## config.mk

```make
export PLATFORM = sky130hd
export DESIGN_NAME = pid_differential_drive_mixer_core
export DESIGN_NICKNAME = d
export VERILOG_FILES = /design/src/design/pddm_pkg.sv /design/src/design/pddm_err.sv /design/src/design/pddm_mul.sv /design/src/design/pddm_sum.sv /design/src/design/pddm_mix.sv /design/src/design/pid_differential_drive_mixer_core.sv
export SDC_FILE = /design/constraint.sdc
export NUM_CORES = 2
export LEC_CHECK = 0
export ABC_AREA = 1
export BUFFER_PORTS_ARGS = -buffer_cell sky130_fd_sc_hd__buf_2
export CORE_MARGIN = 2
export CORE_UTILIZATION = 50
export DETAILED_ROUTE_END_ITERATION = 10
export PLACE_DENSITY = 0.66
export SLEW_MARGIN = 5
export SYNTH_ARGS = -nofsm -noshare
export SYNTH_HDL_FRONTEND = slang
export SYNTH_SLANG_ARGS = --single-unit
export TNS_END_PERCENT = 1
```

## constraint.sdc

```tcl
create_clock -name clk -period 13.33 [get_ports clk]
set_clock_uncertainty 0.2 [all_clocks]
set_input_delay 0 -clock clk [delete_from_list [all_inputs] [get_ports clk]]
set_output_delay 0 -clock clk [all_outputs]
set_load 0.01 [all_outputs]
```

## src/design/pddm_pkg.sv

```systemverilog
// Shared types and constants for the PID differential-drive mixer.
package pddm_pkg;

  // Configuration register indexes
  typedef enum logic [2:0] {
    REG_TARGET_POSITION = 3'd0,
    REG_GAIN_P          = 3'd1,
    REG_GAIN_I          = 3'd2,
    REG_GAIN_D          = 3'd3,
    REG_BASE_LEFT       = 3'd4,
    REG_BASE_RIGHT      = 3'd5,
    REG_DUTY_MAX        = 3'd6
  } cfg_reg_t;

  // Reset values of the configuration registers
  localparam logic signed [7:0] TARGET_RST   = 8'sd0;
  localparam logic [15:0]       GAIN_P_RST   = 16'd400;
  localparam logic [15:0]       GAIN_I_RST   = 16'd0;
  localparam logic [15:0]       GAIN_D_RST   = 16'd2400;
  localparam logic [15:0]       BASE_RST     = 16'd0;
  localparam logic [15:0]       DUTY_MAX_RST = 16'd7200;

  // Integral limits
  localparam logic signed [23:0] SUM_MAX = 24'sh7FFFFF;
  localparam logic signed [23:0] SUM_MIN = 24'sh800000;

  // Correction limits
  localparam logic signed [31:0] CORR_MAX = 32'sh7FFFFFFF;
  localparam logic signed [31:0] CORR_MIN = 32'sh80000000;

  // Product and sum widths
  localparam int unsigned PROD_P_W = 26;
  localparam int unsigned PROD_I_W = 41;
  localparam int unsigned PROD_D_W = 27;
  localparam int unsigned TOTAL_W  = 42;

  typedef struct packed {
    logic [15:0] gain_p;
    logic [15:0] gain_i;
    logic [15:0] gain_d;
  } gain_cfg_t;

  typedef struct packed {
    logic [15:0] base_left;
    logic [15:0] base_right;
    logic [15:0] duty_max;
  } mix_cfg_t;

endpackage

```

## src/design/pddm_err.sv

```systemverilog
// Error stage: error, saturating integral, difference; holds the loop state.
module pddm_err (
  input  logic                clk,
  input  logic                rst_n,
  input  logic signed [7:0]   target_position,
  input  logic                in_valid,
  output logic                in_stall,
  input  logic signed [7:0]   in_position,
  output logic                out_valid,
  input  logic                out_stall,
  output logic signed [8:0]   err_o,
  output logic signed [23:0]  sum_o,
  output logic signed [9:0]   diff_o
);
  import pddm_pkg::*;

  logic               valid_r;
  logic signed [8:0]  err_r;
  logic signed [23:0] sum_r;
  logic signed [9:0]  diff_r;
  logic signed [23:0] error_sum_r;
  logic signed [8:0]  prev_error_r;

  logic               load;
  logic signed [8:0]  err_nxt;
  logic signed [24:0] sum_wide;
  logic signed [23:0] sum_nxt;
  logic signed [9:0]  diff_nxt;

  assign in_stall = valid_r && out_stall;
  assign load     = in_valid && !in_stall;

  // error, saturated integral and error difference
  always_comb begin
    err_nxt  = {target_position[7], target_position} - {in_position[7], in_position};
    sum_wide = {error_sum_r[23], error_sum_r} + {{16{err_nxt[8]}}, err_nxt};
    if (sum_wide[24] != sum_wide[23]) begin
      sum_nxt = sum_wide[24] ? SUM_MIN : SUM_MAX;
    end else begin
      sum_nxt = sum_wide[23:0];
    end
    diff_nxt = {err_nxt[8], err_nxt} - {prev_error_r[8], prev_error_r};
  end

  // stage valid and loop state
  always_ff @(posedge clk) begin
    if (!rst_n) begin
      valid_r      <= 1'b0;
      error_sum_r  <= '0;
      prev_error_r <= '0;
    end else if (load) begin
      valid_r      <= 1'b1;
      error_sum_r  <= sum_nxt;
      prev_error_r <= err_nxt;
    end else if (!out_stall) begin
      valid_r      <= 1'b0;
    end
  end

  // payload
  always_ff @(posedge clk) begin
    if (load) begin
      err_r  <= err_nxt;
      sum_r  <= sum_nxt;
      diff_r <= diff_nxt;
    end
  end

  assign out_valid = valid_r;
  assign err_o     = err_r;
  assign sum_o     = sum_r;
  assign diff_o    = diff_r;

endmodule

```

## src/design/pddm_mul.sv

```systemverilog
// Multiply stage: the three gain products, registered.
module pddm_mul (
  input  logic                                    clk,
  input  logic                                    rst_n,
  input  pddm_pkg::gain_cfg_t                     gains,
  input  logic                                    in_valid,
  output logic                                    in_stall,
  input  logic signed [8:0]                       err_i,
  input  logic signed [23:0]                      sum_i,
  input  logic signed [9:0]                       diff_i,
  output logic                                    out_valid,
  input  logic                                    out_stall,
  output logic signed [pddm_pkg::PROD_P_W-1:0]    prod_p_o,
  output logic signed [pddm_pkg::PROD_I_W-1:0]    prod_i_o,
  output logic signed [pddm_pkg::PROD_D_W-1:0]    prod_d_o
);
  import pddm_pkg::*;

  logic                       valid_r;
  logic signed [PROD_P_W-1:0] prod_p_r;
  logic signed [PROD_I_W-1:0] prod_i_r;
  logic signed [PROD_D_W-1:0] prod_d_r;
  logic signed [PROD_P_W-1:0] prod_p_nxt;
  logic signed [PROD_I_W-1:0] prod_i_nxt;
  logic signed [PROD_D_W-1:0] prod_d_nxt;
  logic                       load;

  assign in_stall = valid_r && out_stall;
  assign load     = in_valid && !in_stall;

  // unsigned gains zero-extended into signed products
  always_comb begin
    prod_p_nxt = $signed({1'b0, gains.gain_p}) * err_i;
    prod_i_nxt = $signed({1'b0, gains.gain_i}) * sum_i;
    prod_d_nxt = $signed({1'b0, gains.gain_d}) * diff_i;
  end

  always_ff @(posedge clk) begin
    if (!rst_n) begin
      valid_r <= 1'b0;
    end else if (load) begin
      valid_r <= 1'b1;
    end else if (!out_stall) begin
      valid_r <= 1'b0;
    end
  end

  always_ff @(posedge clk) begin
    if (load) begin
      prod_p_r <= prod_p_nxt;
      prod_i_r <= prod_i_nxt;
      prod_d_r <= prod_d_nxt;
    end
  end

  assign out_valid = valid_r;
  assign prod_p_o  = prod_p_r;
  assign prod_i_o  = prod_i_r;
  assign prod_d_o  = prod_d_r;

endmodule

```

## src/design/pddm_sum.sv

```systemverilog
// Sum stage: adds the three products and saturates to signed 32 bits.
module pddm_sum (
  input  logic                                    clk,
  input  logic                                    rst_n,
  input  logic                                    in_valid,
  output logic                                    in_stall,
  input  logic signed [pddm_pkg::PROD_P_W-1:0]    prod_p_i,
  input  logic signed [pddm_pkg::PROD_I_W-1:0]    prod_i_i,
  input  logic signed [pddm_pkg::PROD_D_W-1:0]    prod_d_i,
  output logic                                    out_valid,
  input  logic                                    out_stall,
  output logic signed [31:0]                      corr_o
);
  import pddm_pkg::*;

  logic                      valid_r;
  logic signed [31:0]        corr_r;
  logic signed [31:0]        corr_nxt;
  logic signed [TOTAL_W-1:0] total;
  logic                      load;

  assign in_stall = valid_r && out_stall;
  assign load     = in_valid && !in_stall;

  // exact sum, then clamp when the upper bits are not a sign extension
  always_comb begin
    total = {{(TOTAL_W-PROD_P_W){prod_p_i[PROD_P_W-1]}}, prod_p_i}
          + {{(TOTAL_W-PROD_I_W){prod_i_i[PROD_I_W-1]}}, prod_i_i}
          + {{(TOTAL_W-PROD_D_W){prod_d_i[PROD_D_W-1]}}, prod_d_i};
    if (total[TOTAL_W-1:31] == '0 || total[TOTAL_W-1:31] == '1) begin
      corr_nxt = total[31:0];
    end else begin
      corr_nxt = total[TOTAL_W-1] ? CORR_MIN : CORR_MAX;
    end
  end

  always_ff @(posedge clk) begin
    if (!rst_n) begin
      valid_r <= 1'b0;
    end else if (load) begin
      valid_r <= 1'b1;
    end else if (!out_stall) begin
      valid_r <= 1'b0;
    end
  end

  always_ff @(posedge clk) begin
    if (load) begin
      corr_r <= corr_nxt;
    end
  end

  assign out_valid = valid_r;
  assign corr_o    = corr_r;

endmodule

```

## src/design/pddm_mix.sv

```systemverilog
// Mix stage: differential duties, clamping, and the result register.
module pddm_mix (
  input  logic                clk,
  input  logic                rst_n,
  input  pddm_pkg::mix_cfg_t  mix,
  input  logic                in_valid,
  output logic                in_stall,
  input  logic signed [31:0]  corr_i,
  output logic                out_valid,
  input  logic                out_stall,
  output logic [15:0]         out_left_duty,
  output logic [15:0]         out_right_duty,
  output logic signed [31:0]  out_correction
);
  import pddm_pkg::*;

  logic               valid_r;
  logic [15:0]        left_r;
  logic [15:0]        right_r;
  logic signed [31:0] corr_r;
  logic [15:0]        left_nxt;
  logic [15:0]        right_nxt;
  logic signed [33:0] left_raw;
  logic signed [33:0] right_raw;
  logic signed [33:0] limit;
  logic               load;

  assign in_stall = valid_r && out_stall;
  assign load     = in_valid && !in_stall;

  // duty = base -/+ correction, clamped to 0..duty_max
  always_comb begin
    limit     = $signed({18'd0, mix.duty_max});
    left_raw  = $signed({18'd0, mix.base_left})  - {{2{corr_i[31]}}, corr_i};
    right_raw = $signed({18'd0, mix.base_right}) + {{2{corr_i[31]}}, corr_i};
    if (left_raw < 0) begin
      left_nxt = '0;
    end else if (left_raw > limit) begin
      left_nxt = mix.duty_max;
    end else begin
      left_nxt = left_raw[15:0];
    end
    if (right_raw < 0) begin
      right_nxt = '0;
    end else if (right_raw > limit) begin
      right_nxt = mix.duty_max;
    end else begin
      right_nxt = right_raw[15:0];
    end
  end

  always_ff @(posedge clk) begin
    if (!rst_n) begin
      valid_r <= 1'b0;
    end else if (load) begin
      valid_r <= 1'b1;
    end else if (!out_stall) begin
      valid_r <= 1'b0;
    end
  end

  always_ff @(posedge clk) begin
    if (load) begin
      left_r  <= left_nxt;
      right_r <= right_nxt;
      corr_r  <= corr_i;
    end
  end

  assign out_valid      = valid_r;
  assign out_left_duty  = left_r;
  assign out_right_duty = right_r;
  assign out_correction = corr_r;

endmodule

```

## src/design/pid_differential_drive_mixer_core.sv

```systemverilog
// Top level of the PID differential-drive mixer: config registers and stage chain.
//
// Usage:
//   Input channel (in_valid / in_stall / in_position) takes one line-position
//   word. Each word gives exactly one result word on the output channel
//   (out_valid / out_stall / out_left_duty, out_right_duty, out_correction).
//   Configuration is a write port (cfg_we, cfg_index, cfg_data); write only
//   while no word is in flight. Index 7 is ignored.
//   Throughput: one word per cycle while the receiver does not stall, set by
//   four registered stages (error/integral, three gain multipliers, product
//   sum with saturation, duty mix and clamp).
//   The integral and previous error update in the first stage as a word is
//   accepted, so successive words see each other's state with no gap.
//   Reset (rst_n low, synchronous) empties all stages, clears the integral
//   and previous error, and loads the register defaults.
//   When the receiver stalls, the result holds in the output register; the
//   stages behind it keep filling, and in_stall rises only once every stage
//   is occupied.
module pid_differential_drive_mixer_core (
  input  logic                clk,
  input  logic                rst_n,
  input  logic                cfg_we,
  input  logic [2:0]          cfg_index,
  input  logic [15:0]         cfg_data,
  input  logic                in_valid,
  output logic                in_stall,
  input  logic signed [7:0]   in_position,
  output logic                out_valid,
  input  logic                out_stall,
  output logic [15:0]         out_left_duty,
  output logic [15:0]         out_right_duty,
  output logic signed [31:0]  out_correction
);
  import pddm_pkg::*;

  logic signed [7:0] target_r;
  gain_cfg_t         gains_r;
  mix_cfg_t          mix_r;

  // configuration registers
  always_ff @(posedge clk) begin
    if (!rst_n) begin
      target_r           <= TARGET_RST;
      gains_r.gain_p     <= GAIN_P_RST;
      gains_r.gain_i     <= GAIN_I_RST;
      gains_r.gain_d     <= GAIN_D_RST;
      mix_r.base_left    <= BASE_RST;
      mix_r.base_right   <= BASE_RST;
      mix_r.duty_max     <= DUTY_MAX_RST;
    end else if (cfg_we) begin
      case (cfg_reg_t'(cfg_index))
        REG_TARGET_POSITION: target_r         <= cfg_data[7:0];
        REG_GAIN_P:          gains_r.gain_p   <= cfg_data;
        REG_GAIN_I:          gains_r.gain_i   <= cfg_data;
        REG_GAIN_D:          gains_r.gain_d   <= cfg_data;
        REG_BASE_LEFT:       mix_r.base_left  <= cfg_data;
        REG_BASE_RIGHT:      mix_r.base_right <= cfg_data;
        REG_DUTY_MAX:        mix_r.duty_max   <= cfg_data;
        default: ;
      endcase
    end
  end

  // stage links
  logic                       e_valid, e_stall;
  logic signed [8:0]          e_err;
  logic signed [23:0]         e_sum;
  logic signed [9:0]          e_diff;
  logic                       m_valid, m_stall;
  logic signed [PROD_P_W-1:0] m_prod_p;
  logic signed [PROD_I_W-1:0] m_prod_i;
  logic signed [PROD_D_W-1:0] m_prod_d;
  logic                       s_valid, s_stall;
  logic signed [31:0]         s_corr;

  pddm_err u_err (
    .clk             (clk),
    .rst_n           (rst_n),
    .target_position (target_r),
    .in_valid        (in_valid),
    .in_stall        (in_stall),
    .in_position     (in_position),
    .out_valid       (e_valid),
    .out_stall       (e_stall),
    .err_o           (e_err),
    .sum_o           (e_sum),
    .diff_o          (e_diff)
  );

  pddm_mul u_mul (
    .clk       (clk),
    .rst_n     (rst_n),
    .gains     (gains_r),
    .in_valid  (e_valid),
    .in_stall  (e_stall),
    .err_i     (e_err),
    .sum_i     (e_sum),
    .diff_i    (e_diff),
    .out_valid (m_valid),
    .out_stall (m_stall),
    .prod_p_o  (m_prod_p),
    .prod_i_o  (m_prod_i),
    .prod_d_o  (m_prod_d)
  );

  pddm_sum u_sum (
    .clk       (clk),
    .rst_n     (rst_n),
    .in_valid  (m_valid),
    .in_stall  (m_stall),
    .prod_p_i  (m_prod_p),
    .prod_i_i  (m_prod_i),
    .prod_d_i  (m_prod_d),
    .out_valid (s_valid),
    .out_stall (s_stall),
    .corr_o    (s_corr)
  );

  pddm_mix u_mix (
    .clk            (clk),
    .rst_n          (rst_n),
    .mix            (mix_r),
    .in_valid       (s_valid),
    .in_stall       (s_stall),
    .corr_i         (s_corr),
    .out_valid      (out_valid),
    .out_stall      (out_stall),
    .out_left_duty  (out_left_duty),
    .out_right_duty (out_right_duty),
    .out_correction (out_correction)
  );

endmodule

```

* Word level (Yosys, flattened, before mapping)
Cells that the tools add are included.
** Storage, ports and cells
- Register bits :: 374
- Output and inout port bits :: 66
- Word-level logic and storage cells :: 85
- Bits of input ports :: 32
** Operators by class
- $lt $le $gt $ge :: 4
- $mul :: 3
- Equality and inequality tests :: 12
- Reductions and logical operators :: 22
- Mux-type cells :: 14
- Add/subtract/negate cells :: 7
** Operators by type and width (count)
- $gt 34x17->1 :: 2
- $lt 34x1->1 const B :: 2
- $mux 32 :: 2
- $mux 24 :: 2
- $add 26x41->42 :: 1
- $add 42x42->42 :: 1
- $mul 17x24->41 :: 1
- $add 17x32->33 :: 1
- $sub 17x32->33 :: 1
- $mux 16 :: 2
- $mul 17x10->27 :: 1
- $mul 17x9->26 :: 1
- $add 24x9->25 :: 1
- $reduce_and 2->1 :: 7
- $eq 11x11->1 const B :: 1
- $logic_not 11->1 :: 1
- $sub 9x9->10 :: 1
- $eq 3x3->1 const B :: 3
- $sub 8x8->9 :: 1
- $logic_and 1x1->1 :: 8
- $mux 1 :: 8
- $eq 3x2->1 const B :: 2
- $ne 2x2->1 const B :: 3
- $logic_not 1->1 :: 4
- 5 further kinds :: 5

* Depth between registers and ports, before layout
- Depth after elaboration :: 7
- Mapped depth :: 32
- Depth with buffers taken out :: 30

* Hierarchy
Synthesis repeated with hierarchy kept, for this count alone.
** Second synthesis, totals
- Cell total of the unflattened synthesis :: 6905
- Area total of the unflattened synthesis :: 50943.9 um2
** By module, submodules not included
- pddm_mul :: cells an instance 3694, times used 1, area each 29032.8 um2
- pddm_mix :: cells an instance 1080, times used 1, area each 6970.4 um2
- pddm_sum :: cells an instance 812, times used 1, area each 5440.2 um2
- pddm_err :: cells an instance 732, times used 1, area each 5360.1 um2
- pid_differential_drive_mixer_core :: cells an instance 587, times used 1, area each 4140.2 um2

* Least setup slack after synthesis
OpenSTA, ideal clock, no wires.
- Path type :: register to register
- Start :: register u_err.sum_r[23] (netlist: u_err.sum_o[23])
- End :: register u_mul.prod_i_r[39] (netlist: u_mul.prod_i_o[39]), data pin
- Library setup time :: 0.258 ns
- Data arrival time :: 5.636 ns
- Required time :: 12.872 ns
- Buffers on the path :: 2
- Slack :: 7.236 ns
- Stages on the path, launching flop included :: 21
- Cell sequence :: edfxtp_1 -> clkbuf_1 -> clkbuf_1 -> nand2_1 -> fa_1 -> fa_1 -> inv_1 -> fa_1 -> inv_1 -> fa_1 -> fa_1 -> fa_1 -> inv_1 -> ha_1 -> inv_1 -> nor3_1 -> nand2_1 -> nor3_1 -> nand3_1 -> nand3_1 -> xor2_1
** On the way
- Word-level cells in the longest chain between the ends :: 1
** Ends and longest elaborated chain
- start, declared :: RTL line pddm_err.sv:19 : logic signed [23:0] sum_r;
- start signal, assigned :: RTL line pddm_err.sv:64 : sum_r <= sum_nxt;
- $mul 17x24->41 :: RTL line pddm_mul.sv:34 : prod_i_nxt = $signed({1'b0, gains.gain_i}) * sum_i;
- via u_mul.prod_i_nxt[39] :: RTL line pddm_mul.sv:24 : logic signed [PROD_I_W-1:0] prod_i_nxt;
- end signal, assigned :: RTL line pddm_mul.sv:51 : prod_i_r <= prod_i_nxt;
- end, declared :: RTL line pddm_mul.sv:21 : logic signed [PROD_I_W-1:0] prod_i_r;
The timed path passes the listed nets, and every way through them passes these cells.
A chain may end at the register's enable or synchronous reset.

* Worst setup path in the final report
- Start :: register gains_r[19] in the netlist's numbering
- End :: register u_mul.prod_i_r[39] (netlist: u_mul.prod_i_o[39]), data pin
** On the way
- Word-level cells in the longest chain between the ends :: 1
** Ends and longest elaborated chain
- start, declared :: RTL line pid_differential_drive_mixer_core.sv:37 : gain_cfg_t gains_r;
- $mul 17x24->41 :: RTL line pddm_mul.sv:34
- via u_mul.prod_i_nxt[39] :: RTL line pddm_mul.sv:24
The timed path passes the listed nets, and every way through them passes these cells.

==> flow_metrics.py <==
metrics = {
    "timing": {
        "fin_tns_setup_ps": 0,
        "layout_min_cycle_time_ps": 7190,
        "setup_violations": 0,
        "slew_headroom": 0.147,
        "rsz0062_at_grt": "false",
        "min_period_over_period": 0.539,
        "holdWs_ps": 41.3,
        "clock.fmax_mhz": 139,
        "worstMarginPinSlew_ps": 1280,
        "slew_viol_final": 0,
        "hold_violations": 0,
    },
    "power": {
        "p_sw_frac": 0.515,
        "ir_worst_vdd_v": 0.000276,
        "pwr_density_cell_nw_per_um2": 171,
        "cellLeakagePower_uw": 0.0280,
        "clkPwrFrac": 0.149,
        "intPower_uw": 4260,
        "switching_power_uw": 4520,
        "seq_power_share": 0.229,
        "combPwrFrac": 0.622,
    },
    "synthesis": {
        "synth_mux_area_frac": 0,
        "yosysMostFrequentCell": "nand2_1",
        "synth_fa_ha_area_frac": 0.367,
        "synth.largest_area_cell": "fa_1",
        "synth_area_leaders": "fa_1 (26%), edfxtp_1 (15%), nand2_1 (13%)",
        "postSynthCellCount": 6212,
        "ys.flop_type": "edfxtp_1",
        "synth_top_cells_by_count": "nand2_1 (1,632), inv_1 (1,387), fa_1 (634), nor2_1 (518), ha_1 (393)",
        "ys_seq_area_frac": 0.205,
        "synth_edf_count": 233,
        "async_flop_share": 0,
        "ys_warn_count": 0,
        "synthDistinctLibCells": 49,
        "avgSynthCellArea_um2": 7.72,
        "yosys.area_share.simple": 0.207,
        "synth_compound_area_frac": 0.0598,
        "syn_area_um2": 47900,
        "synth_top_area_share": 0.265,
        "ys_seq_elements": 374,
        "synth_fp_nets": 7271,
        "synth_top_family_by_area": "adder cells",
        "synthXorXnorAreaFrac": 0.0329,
    },
    "placement": {
        "portBuffers": 97,
        "gp_congestion": 0.989,
        "hpwlAfterDp_um": 114000,
    },
    "global_routing": {
        "gr-usage-met3": 0.0397,
        "grt_pass1_wl_um": 225000,
        "grt_remaining_overflow": 0,
        "grt_max_degree": 86,
        "antenna_found_initial": 2,
        "top_usage_layer": "met2",
        "use_met2": 0.507,
        "grt.met1_usage": 0.370,
        "grt_pass1_vias": 40100,
        "track_usage": 0.297,
    },
    "cts": {
        "cts_resized": 0,
        "cts_tree": "yes",
        "path_clk_slew_ps": 60,
        "htreeDepth": 2,
        "clk_path_buf_depth": 3,
        "cts_sinks": 374,
        "cts_made_buffers": 47,
        "clk-insertion-delay-late_ps": 620,
        "clockRootBuffer": "clkbuf_16",
        "post_cts_buffers": 0,
    },
    "routing": {
        "vias": 39400,
        "antenna_left": 0,
        "post-route-drc-count": 0,
        "drt-total-wl_um": 143000,
        "firstDrtPassIters": 5,
        "wl_per_cell_um": 19.0,
        "viasPerCell": 5.25,
        "drtIter0Drc": 2975,
    },
    "floorplanning": {
        "dieWidth_um": 314,
        "io_pins": 98,
        "start_util": 0.504,
        "row_count": 113,
        "dieArea_um2": 98300,
        "core_area_um2": 95000,
        "dieHeight_um": 314,
    },
    "worst_setup_path": {
        "critPathRequiredTime_ps": 13480,
        "ff2ff_path_depth": 18,
        "worstSetupStartpointType": "register",
        "cp_max_fo": 25,
        "worstSetupPathType": "reg -> reg",
        "critical_path_arrival_ps": 7340,
        "cp-end-kind": "register",
    },
    "hold_path": {
        "hold_class": "in -> reg",
        "hold_depth": 4,
    },
    "run": {
        "maxCapViolCount": 0,
    },
    "finish": {
        "nets": 7264,
        "drive_above_1_share": 0.0397,
        "syn_to_final_growth_pct": 7.05,
    },
    "run_status": {
        "status": "finished, final reports clean",
    },
}
## per-layer routing
layer  wire, um  vias up  share of wire
li1           -    18700              -
met1      57700    19000           0.40
met2      68300     1325           0.48
met3       9030      325          0.063
met4       7970        0          0.056
met5          0        -              0
## cell families (layout without fill, tap and decap cells)
kind of cell    count (synthesis)  in the layout
compound gates                534            534
xor+xnor                      180            180
fa+ha+maj                    1027           1027
buf+inv                      1615           1646
flops                         374            374
other cells                     0              2
simple gates                 2482           2482
## worst paths after layout
| check | from | slack, ps | to |
|---|---|---|---|
| setup reg to reg | gains_r[19]$_SDFFE_PN0P_ | 6140 | u_mul.prod_i_o[39]$_DFFE_PP_ |
| setup / recovery | gains_r[19]$_SDFFE_PN0P_ | 6140 | u_mul.prod_i_o[39]$_DFFE_PP_ |
| hold / removal | out_stall | 40 | u_mix.out_valid$_SDFFE_PN0P_ |
| hold reg to reg | target_r[0]$_SDFFE_PN0P_ | 260 | target_r[0]$_SDFFE_PN0P_ |
## cell usage in the layout (no fill, tap or decap), types with 19 or more instances in the layout
cell type	Yosys	layout
nor3_1	32	32
buf_2	13	96
ha_1	393	393
nor2_1	518	515
dfxtp_1	141	141
inv_1	1387	1387
a31oi_1	19	19
dlygate4sd3_1	0	43
xor2_1	138	138
clkbuf_16	0	48
nand3_1	184	184
fa_1	634	634
buf_4	6	25
a21oi_1	244	243
xnor2_1	42	42
o21ai_0	199	199
edfxtp_1	233	233
nand4_1	58	58
nand2_1	1632	1632
## sequential cells by signal, summed over array words and instances, names as in the netlist
signal	flops
u_err.out_valid	1
u_err.err_o	9
u_err.diff_o	10
u_mul.prod_p_o	26
u_err.prev_error_r	9
gains_r	48
u_mul.out_valid	1
u_mul.prod_i_o	41
u_sum.out_valid	1
u_mix.out_right_duty	16
u_mul.prod_d_o	27
target_r	8
u_sum.corr_o	32
u_mix.out_left_duty	16
u_err.sum_o	24
mix_r	48
u_err.error_sum_r	24
u_mix.out_valid	1
u_mix.out_correction	32
## area by class of cell
type / instances / area (um^2)
inverters: 1395 / 5240
clock inverters: 30 / 297
multi-input cells: 4223 / 32000
fillers: 9156 / 43700
flip-flops and latches: 374 / 9820
diodes: 2 / 5.00
clock buffers: 57 / 1250
well taps: 1265 / 1580
repair buffers: 164 / 1100
## what timing repair did
| action | 4_1_cts | 5_1_grt |
|---|---|---|
| endpoints found under the setup margin | 0 | 0 |
| endpoints found under the hold margin | 137 | 0 |
| hold buffers | 43 | 0 |
## stage by stage
stage | setup slack (ps) | std cells | area, um^2 | utilization | total power [uW]
CTS | 6220 | 7508 | 51300 | 0.540 | 8780
finish | 6140 | 7510 | 51300 | 0.540 | 8780
global placement | 6350 | 7378 | 49300 | 0.519 | 7370
detailed placement | 6270 | 7378 | 49300 | 0.519 | 7420
floorplan | 7240 | 6212 | 47900 | - | 5730
global route | 5720 | 7508 | 51300 | 0.540 | 9590
## critical path, stage by stage (launching register included)
cell,delay (ps)
dfxtp_1,1170
nand2_1,280
fa_1,690
fa_1,630
inv_1,200
fa_1,590
inv_1,100
fa_1,510
fa_1,520
fa_1,540
inv_1,40
ha_1,390
inv_1,80
nor3_1,350
nand2_1,100
nor3_1,210
nand3_1,110
nand3_1,120
xor2_1,60
## power by group through the flow
stage | clock network, uW | logic [uW] | registers [uW]
finish | 1310 | 5460 | 2010
global route | 1380 | 6180 | 2030
CTS | 1340 | 5430 | 2000
detailed placement | 0 | 5390 | 2030
global placement | 0 | 5350 | 2020
floorplan | 0 | 4040 | 1680
Note: power is estimated with default switching activity, not from simulation.
